<file path="src/hdl/chol_ram.sv">
module chol_ram #(
   parameter int Width = 32,
   parameter int Depth = 64
) (
   input  logic                     clock,
   input  logic                     wr_en,
   input  logic [$clog2(Depth)-1:0] wr_addr,
   input  logic [Width-1:0]         wr_data,
   input  logic [$clog2(Depth)-1:0] rd_addr,
   output logic [Width-1:0]         rd_data
);
   logic [Width-1:0] mem [Depth];
   logic [Width-1:0] rd_data_ff;

   always_ff @(posedge clock) begin
      if (wr_en) begin
         mem[wr_addr] <= wr_data;
      end
      rd_data_ff <= mem[rd_addr];
   end

   assign rd_data = rd_data_ff;
endmodule

</file>
<file path="config.mk">
export PLATFORM = sky130hd
export DESIGN_NAME = chol_ram
export DESIGN_NICKNAME = d
export VERILOG_FILES = /design/src/hdl/chol_ram.sv
export SDC_FILE = /design/constraint.sdc
export NUM_CORES = 2
export LEC_CHECK = 0
export BUFFER_PORTS_ARGS = -buffer_cell sky130_fd_sc_hd__buf_2
export CAP_MARGIN = 10
export CORE_MARGIN = 2
export CORE_UTILIZATION = 52
export CTS_BUF_LIST = sky130_fd_sc_hd__clkbuf_2
export DETAILED_ROUTE_END_ITERATION = 12
export PLACE_DENSITY = 0.66
export RECOVER_POWER = 25
export SYNTH_ARGS = -nofsm -noshare
export SYNTH_HDL_FRONTEND = slang
export SYNTH_SLANG_ARGS = --single-unit
export TNS_END_PERCENT = 1
</file>
<file path="constraint.sdc">
create_clock -name clock -period 5.8 [get_ports clock]
set_input_delay 0.87 -clock clock [delete_from_list [all_inputs] [get_ports clock]]
set_output_delay 0.87 -clock clock [all_outputs]
set_load 0.01 [all_outputs]
</file>
==> reports/qor.yml <==
hold_path.class: "primary input to flip-flop"
design_area_mm2: 0.0870
layout_commonest_cell: "edfxtp_1"
synth_flop_cell: "edfxtp_1"
yosysSeqAreaShare: 0.791
cp.buffers_inverters: 1
grt_max_degree: 93
synth-simple-area-share: 0.0127
power_density_mw_per_mm2: 318
cts_root_buf: "clkbuf_2"
period_share: 0.607
io_pins: 78
fmaxAchievable_mhz: 284
fin_tns_setup_ns: 0
clock_path_buffers: 4
ys_warn_count: 0
grt_overflow: 0
ys_ff_latch: 2080
crit_arrival_ns: 2.65
core_area_mm2: 0.150
place_area_mm2: 0.0821
syn_inst: 3324
max_stage_delay_ns: 0.71
grt_pass1_wl_um: 292000
synth_edf_count: 2048
syn_area_per_cell_um2: 23.6
rsz0062_at_grt: "no"
path_cells: "buf_2"
antenna_found_initial: 13
wl_per_cell_um: 32.8
vias: 39524
maxSlewHeadroom: -1.34
min_period_ns: 3.52
num_rows: 142
min_from: "wr_addr[3]"
clock_skew_ns: 0.123
netlist_area_mm2: 0.0785
drc: 0
start_util: 0.524
r2r_slack_ns: 3.33
cp-end-kind: "output port"
place_congestion: 0.816
crit_required_ns: 4.93
hold-path-cell-count: 3
synth_adder_area_share: 0
portBuffers: 77
areaGrowthSynthToFinish_pct: 10.8
die_y_um: 393
whs_endpoint: "mem[39][20]$_DFFE_PP_"
ctsResizeCount: 0
reg2reg_depth: 4
cts_tree: "built"
violations: "max-capacitance violations, max-slew violations"
clk_latency_ns: 1.71
final_nets: 3968
synth_top_family_by_area: "multiplexers"
grt_util_all_layers: 0.273
startpoint_type: "flip-flop"
layout_common_cells: "edfxtp_1 (2048), clkbuf_2 (787), mux4_2 (544)"
drt_first_pass_iters: 5
dieArea_mm2: 0.154
drt_iter0_markers: 5319
synth-xor-area-share: 0
chipWidth_um: 393
htreeDepth: 6
synth_cell_types: 34
drt-total-wl_um: 206000
final_layout_size_suffix_gt1_frac: 0.375
finalHoldViolations: 0
viasPerCell: 6.28
synthMuxAreaShare: 0.168
r2r-start: "mem[31][29]$_DFFE_PP_"
grt_pass1_vias: 40599
cts_setup_buffers: 0
drv_cap: 25
cp_max_fo: 1
antenna_left: 0
dp.final_hpwl_um: 114000
synth_compound_area_frac: 0.0167
worstMarginPinSlew_ns: 3.51
setup-violations-final: 0
syn_nets: 3370
ys_async_sr_fraction: 0
critPathSlowestCell: "dfxtp_1"
drv_slew: 1492
outcome: "finished with violations"
power.leakage_nw: 28.0
clk_pin_slew_ns: 0.09
peakVddDrop_uv: 166
worstSetupPathType: "flip-flop to output port"
critPathTopFamily: "flip-flops"
cts.sinks: 2080
r2r_end: "rd_data[29]$_DFF_P_"
cts_buffers: 533
cell type report:
class                           instances  area, µm²
Antenna cell                            4       10.0
Tap cell                             2016       2520
Sequential cell                      2080      62100
Clock buffer                          787       3940
Multi-Input combinational cell       1062      16000
Clock inverter                         98        513
Fill cell                           10960      63000
Timing Repair Buffer                  245       1860
how the worst max path moves through the flow:
stage | endpoint | slack [ns] | cells after the start | start
after detailed placement | rd_data[29]$_DFF_P_ | 1.11 | 7 | rd_addr[0]
after floorplan | mem[48][0]$_DFFE_PP_ | 1.77 | 4 | wr_addr[3]
after global routing | rd_data[0] | 2.17 | 1 | rd_data[0]$_DFF_P_
after CTS | rd_data[0] | 2.10 | 1 | rd_data[0]$_DFF_P_
final | rd_data[0] | 2.28 | 1 | rd_data[0]$_DFF_P_
after global placement | rd_data[29]$_DFF_P_ | 1.10 | 7 | rd_addr[0]
layer usage:
layer	routed length, µm	track usage
met5	85	0
met4	5820	0.0910
met3	22100	0.0698
met2	99900	0.428
met1	78600	0.379
kinds of logic (layout without fill, tap and decap cells):
family | Yosys count | after routing
flops | 2080 | 2080
mux | 637 | 637
simple gates | 223 | 223
other cells | 0 | 4
compound gates | 202 | 202
buf+inv | 182 | 1130
synthesized netlist by cell type, types with 2 or more instances:
| library cell | count | share of area |
|---|---|---|
| edfxtp_1 | 2048 | 0.78 |
| mux4_2 | 544 | 0.16 |
| nor2_1 | 137 | 0.0065 |
| mux2i_1 | 93 | 0.012 |
| o22ai_1 | 84 | 0.0067 |
| clkbuf_1 | 74 | 0.0035 |
| a21oi_1 | 62 | 0.0040 |
| buf_2 | 57 | 0.0036 |
| dfxtp_1 | 32 | 0.0082 |
| o221ai_1 | 27 | 0.0030 |
| nand2_1 | 26 | 0.0012 |
| buf_4 | 25 | 0.0024 |
| buf_1 | 21 | 0.0010 |
| nor2b_1 | 15 | 0.0012 |
| a22oi_1 | 12 | 0.0011 |
| a311oi_1 | 8 | 0.00089 |
| nand2b_1 | 8 | 0.00064 |
| nor3_1 | 7 | 0.00045 |
| buf_6 | 5 | 0.00072 |
| nand3_1 | 5 | 0.00032 |
| nand3b_1 | 5 | 0.00048 |
| a41o_1 | 4 | 0.00051 |
| and3_1 | 4 | 0.00032 |
| o32ai_1 | 4 | 0.00045 |
| or3_1 | 3 | 0.00024 |
| or3b_2 | 3 | 0.00033 |
| and2_1 | 2 | 0.00016 |
| nand4_1 | 2 | 0.00016 |
| or3b_1 | 2 | 0.00022 |
where the power goes:
part / switching (W) / leakage, nW / internal, W
Sequential: 0.0000787 / 18.7 / 0.0166
Combinational: 0.000962 / 5.76 / 0.000559
Clock: 0.00564 / 3.54 / 0.00379
Total: 0.00668 / 28.0 / 0.0210
sequential cells by signal (all words and copies together), names as in the netlist:
register and cells:
rd_data 32, mem 2048
stage by stage:
step | total power [W] | util | hold slack [ns] | std cells | setup WS [ns]
after floorplan | 0.0178 | - | 0.663 | 3324 | 1.77
after global placement | 0.0185 | 0.547 | 0.744 | 5354 | 1.10
after detailed placement | 0.0185 | 0.547 | 0.788 | 5355 | 1.11
after CTS | 0.0279 | 0.580 | 0.00725 | 6284 | 2.10
after global routing | 0.0287 | 0.580 | 0.149 | 6290 | 2.17
final | 0.0277 | 0.580 | 0.267 | 6292 | 2.28
what timing repair did:
| action | CTS | global route |
|---|---|---|
| endpoints found under the hold margin | 2184 | 0 |
| endpoints found under the setup margin | 0 | 0 |
| hold buffers | 44 | 0 |
No activity file was read; power rests on OpenSTA's default activity.
