File: src/hdl/chol_pkg.sv
package chol_pkg;
   localparam int MaxN = 8;
   localparam int FracBits = 16;
   localparam logic [3:0] SizeReset = 4'd8;
endpackage

File: src/hdl/chol_alu.sv
module chol_alu
   import chol_pkg::*;
#(
   parameter int FRAC_BITS = FracBits
) (
   input  logic               clock,
   input  logic               reset,
   input  logic               op_start,
   input  logic               op_is_sqrt,
   input  logic signed [63:0] op_num,
   input  logic        [31:0] op_piv,
   output logic               op_done,
   output logic signed [31:0] op_result
);
   localparam int IterCount = 48;

   logic              busy_ff, busy_in;
   logic [6:0]        cnt_ff, cnt_in;
   logic              sqrt_ff, sqrt_in, neg_ff, neg_in;
   logic              sat_ff, sat_in;
   logic [95:0]       rem_ff, rem_in;
   logic [63:0]       quo_ff, quo_in;
   logic [31:0]       piv_ff, piv_in;
   logic [95:0]       val_ff, val_in;
   logic              done_ff, done_in;
   logic signed [31:0] res_ff, res_in;
   logic [63:0]       mag;
   logic [95:0]       trial;
   logic [95:0]       rem_sh;
   logic [63:0]       sat_q;

   always_comb begin
      busy_in = busy_ff;
      cnt_in  = cnt_ff;
      sqrt_in = sqrt_ff;
      neg_in  = neg_ff;
      sat_in  = sat_ff;
      rem_in  = rem_ff;
      quo_in  = quo_ff;
      piv_in  = piv_ff;
      val_in  = val_ff;
      done_in = 1'b0;
      res_in  = res_ff;
      mag     = op_num[63] ? 64'(-op_num) : 64'(op_num);
      rem_sh  = '0;
      trial   = '0;
      sat_q   = '0;
      if (op_start) begin
         busy_in = 1'b1;
         sqrt_in = op_is_sqrt;
         neg_in  = op_num[63];
         piv_in  = op_piv;
         rem_in  = '0;
         quo_in  = '0;
         sat_in  = (mag >> (62 - FRAC_BITS)) != 64'd0;
         if (op_is_sqrt) begin
            val_in = 96'(mag) << FRAC_BITS;
            cnt_in = 7'(IterCount);
         end else begin
            val_in = 96'(mag) << (FRAC_BITS + 32);
            cnt_in = 7'(IterCount + 16);
         end
      end else if (busy_ff) begin
         if (sqrt_ff) begin
            rem_sh = {rem_ff[93:0], val_ff[95:94]};
            val_in = {val_ff[93:0], 2'b00};
            trial  = {30'd0, quo_ff, 2'b01};
            if (rem_sh >= trial) begin
               rem_in = rem_sh - trial;
               quo_in = {quo_ff[62:0], 1'b1};
            end else begin
               rem_in = rem_sh;
               quo_in = {quo_ff[62:0], 1'b0};
            end
         end else begin
            rem_sh = {rem_ff[94:0], val_ff[95]};
            val_in = {val_ff[94:0], 1'b0};
            trial  = 96'(piv_ff);
            if (rem_sh >= trial) begin
               rem_in = rem_sh - trial;
               quo_in = {quo_ff[62:0], 1'b1};
            end else begin
               rem_in = rem_sh;
               quo_in = {quo_ff[62:0], 1'b0};
            end
         end
         cnt_in = cnt_ff - 7'd1;
         if (cnt_ff == 7'd1) begin
            busy_in = 1'b0;
            done_in = 1'b1;
         end
      end
      if (busy_ff && !sqrt_ff && cnt_ff == 7'd1) begin
         sat_q = sat_ff ? 64'h1_0000_0000 : quo_in;
         if (neg_ff) begin
            res_in = (sat_q > 64'h8000_0000) ? 32'sh8000_0000 : 32'(-sat_q);
         end else begin
            res_in = (sat_q > 64'h7FFF_FFFF) ? 32'sh7FFF_FFFF : 32'(sat_q);
         end
      end else if (busy_ff && sqrt_ff && cnt_ff == 7'd1) begin
         res_in = 32'(quo_in);
      end
   end

   always_ff @(posedge clock) begin
      if (reset) begin
         busy_ff <= 1'b0;
         done_ff <= 1'b0;
         cnt_ff  <= '0;
      end else begin
         busy_ff <= busy_in;
         done_ff <= done_in;
         cnt_ff  <= cnt_in;
      end
      sqrt_ff <= sqrt_in;
      neg_ff  <= neg_in;
      sat_ff  <= sat_in;
      rem_ff  <= rem_in;
      quo_ff  <= quo_in;
      piv_ff  <= piv_in;
      val_ff  <= val_in;
      res_ff  <= res_in;
   end

   assign op_done   = done_ff;
   assign op_result = res_ff;
endmodule

File: config.mk
export PLATFORM = sky130hd
export DESIGN_NAME = chol_alu
export DESIGN_NICKNAME = d
export VERILOG_FILES = /design/src/hdl/chol_pkg.sv /design/src/hdl/chol_alu.sv
export SDC_FILE = /design/constraint.sdc
export NUM_CORES = 1
export LEC_CHECK = 0
export BUFFER_PORTS_ARGS = -buffer_cell sky130_fd_sc_hd__buf_2
export CORE_ASPECT_RATIO = 0.7
export CORE_MARGIN = 5
export CORE_UTILIZATION = 40
export DETAILED_ROUTE_END_ITERATION = 10
export PLACE_DENSITY_LB_ADDON = 0.25
export SLEW_MARGIN = 20
export SYNTH_ARGS = -nofsm -noshare
export SYNTH_HDL_FRONTEND = slang
export SYNTH_SLANG_ARGS = --single-unit
File: constraint.sdc
create_clock -name clock -period 5.85 [get_ports clock]
set_input_delay 1.17 -clock clock [delete_from_list [all_inputs] [get_ports clock]]
set_output_delay 1.17 -clock clock [all_outputs]
set_load 0.05 [all_outputs]
==> flow_summary.yaml <==
sta:
  hold_viol: 0
  period_share_pct: 95.39
  report.final.slew_viol_count: 0
  finalWorstSetupSlack_ns: 0.2697
  setup_viol: 0
  finalCriticalPeriod_ns: 5.580
  rsz0062_at_grt: "no"
  tightest_slew_ns: 0.9942
  fmax_ghz: 0.1792
  finalSetupTns_ns: 0
  fin_skew_ns: 0.02236
  maxSlewHeadroom_pct: 33.56
worst_setup_path:
  rr_worst_depth: 21
  reg2reg_slack_ns: 0.27
  cp_max_fo: 8
  worstSetupPathType: "reg -> reg"
  timing.rr.end: "op_result[21]"
  required_ns: 6.17
  regToRegStartpoint: "val_ff[95]"
  endpoint_kind: "register"
  startpoint_type: "register"
  worstPathArrival_ns: 5.90
power_and_ir_drop:
  worst_ir_drop_vdd_uv: 367.2
  p_leak_nw: 11.23
  powerDensity_mw_per_mm2: 531.2
synthesis:
  async_flop_share_pct: 0
  ys.warnings.count: 0
  synth_area_sq_mm: 0.02511
  synth_cell_types: 96
  syn_inst: 3136
  synth_edf_count: 147
  seq_area_frac_synth_pct: 30.97
  synth_fp_nets: 3339
  syn_area_per_cell_sq_um: 8.008
  synth_top_area_share_pct: 17.58
  synth_area_leaders: "edfxtp_1 (18%), dfxtp_1 (13%), mux2i_1 (5.7%)"
  yosysTopAreaCell: "edfxtp_1"
  yosys_most_used_dff: "dfxtp_1"
  ys_ff_latch: 315
grt:
  grt_pass1_wl_mm: 130.1
  grt_usage_pct: 23.84
  grt.overflow.total: 0
  antenna_found_initial: 3
  grt_pass1_vias: 22330
  grt_max_degree: 169
die:
  start_util_pct: 40.63
  design.core.area_sq_mm: 0.06181
  ios: 133
  dieArea_sq_mm: 0.06797
  die_y_um: 219.6
  fp.dieW_um: 309.5
  std_cell_rows: 76
cts:
  numCtsBuffers: 37
  clock_sinks: 315
  clk_latency_ns: 0.58
  clkTransAtPathRegs_ns: 0.07
  post_cts_resized: 0
  cts_hold_buf: 0
  htreeDepth: 2
  post_cts_buffers: 0
  cts_root_buffer: "clkbuf_16"
  cts_tree: "yes"
  cts_buffer_depth: 3
final_layout:
  layout.cells.non_filler: 4016
  final_cell_mix: "nand2_1 (331), nor2_1 (251), a21oi_1 (225)"
  area_delta_synth_final_pct: 10.79
  fillCellCount: 6238
  fin_nets: 3370
  multi_input_area_sq_mm: 0.01589
  final_layout_size_suffix_gt1_share_pct: 10.67
  final_common_cell: "nand2_1"
  regArea_sq_mm: 0.007781
drt:
  drc: 0
  vias: 24360
  vias_per_cell: 6.067
  first_pass_iters: 6
  drtIter0Drc: 2977
  drtAntennaViolNets: 0
  post_drt_wl_per_cell_um: 20.99
  wl_mm: 84.29
place:
  place.gp.congestion: 0.9579
  hpwl_mm: 62.33
  post-place-ws_ns: 0.4385
  io_buffers: 132
  dp_cells: 3947
status:
  status: "finished clean"
hold_path:
  hold_class: "reg -> reg"
  hold-path-endpoint: "rem_ff[94]"
  worstHoldStart: "rem_ff[94]"
  hold_depth: 2
flow_run:
  maxCapViolations: 0
==> through the flow <==
stage	area [sq um]	utilization [%]	hold slack (ns)	total power [mW]
global placement	26570	42.99	0.4832	12.10
global route	27820	45.01	0.5552	15.72
finish	27820	45.01	0.4918	14.78
floorplan	25110	-	0.4529	9.414
CTS	27820	45.00	0.4918	14.53
detailed placement	26570	42.99	0.4778	12.04
==> kinds of logic after synthesis <==
logic type / count (synthesis) / synth area share (%)
muxes: 160 / 6.457
and+or+nand+nor: 1023 / 19.51
xor gates and xnor gates: 235 / 8.196
DFF: 315 / 30.97
buffers and inverters: 380 / 5.844
AOI/OAI and AO/OA: 920 / 23.87
adders and majority gates: 103 / 5.162
==> synth_stat cells, drive strengths merged (51+ instances only) <==
cell type,n
a21oi,225
clkbuf,172
dfxtp,168
edfxtp,147
ha,102
inv,170
mux2i,144
nand2,333
nand3,70
nor2,256
nor3,76
o21ai,226
o22ai,51
xnor2,118
xor2,117
==> how the worst max path moves through the flow <==
| stage | to | slack, ns | start |
|---|---|---|---|
| floorplan | op_result[24] | 1.02 | rem_ff[39] |
| global placement | op_result[21] | 0.61 | val_ff[95] |
| detailed placement | op_result[21] | 0.44 | val_ff[95] |
| CTS | op_result[21] | 0.41 | val_ff[95] |
| global route | op_result[21] | 0.04 | val_ff[95] |
| finish | op_result[21] | 0.27 | val_ff[95] |
==> routing by layer <==
layer | wire, um | share of wire, % | vias to the layer above | GRT usage, %
met5 | 34 | 0.040 | - | 0
met4 | 1396 | 1.7 | 4 | 4.691
met3 | 7393 | 8.8 | 108 | 4.372
met2 | 34980 | 41 | 1059 | 34.83
met1 | 40480 | 48 | 11590 | 36.66
li1 | - | - | 11600 | -
==> flip-flops by register name, indices dropped and copies added, names as in the netlist, 7 cells and up <==
register,cells
rem_ff,95
val_ff,80
quo_ff,64
op_result,32
piv_ff,32
cnt_ff,7
==> layout make-up <==
type                    instances  share of cell area (%)
clock inverters                25                   1.034
repair buffers                201                   4.452
well taps                     819                   3.683
clock buffers                  43                   3.445
multi-input cells            2441                   57.10
diodes                          1                0.008994
flip-flops and latches        315                   27.97
inverters                     171                   2.312
==> critical path, stage by stage (launching register included) <==
cell       delay (ns)
edfxtp_1         0.43
inv_1            0.12
ha_1             0.22
fa_1             0.38
nor2b_1          0.26
o2111ai_1        0.17
and3_1           0.21
nor4_1           0.69
o21ai_1          0.39
nand2_4          0.17
o221ai_1         0.11
nand2b_2         0.32
ha_1             0.30
o211ai_1         0.18
nor2_1           0.10
nand3_1          0.11
a21oi_1          0.15
and2_1           0.33
buf_4            0.20
or3_1            0.30
o21ai_0          0.07
nor3_1           0.08
==> where the power goes <==
| part | switching [mW] | internal [mW] |
|---|---|---|
| Combinational | 5.72 | 3.55 |
| Clock | 1.02 | 1.41 |
| Sequential | 0.447 | 2.63 |
| Total | 7.19 | 7.59 |
Note: power is estimated with default switching activity, not from simulation.
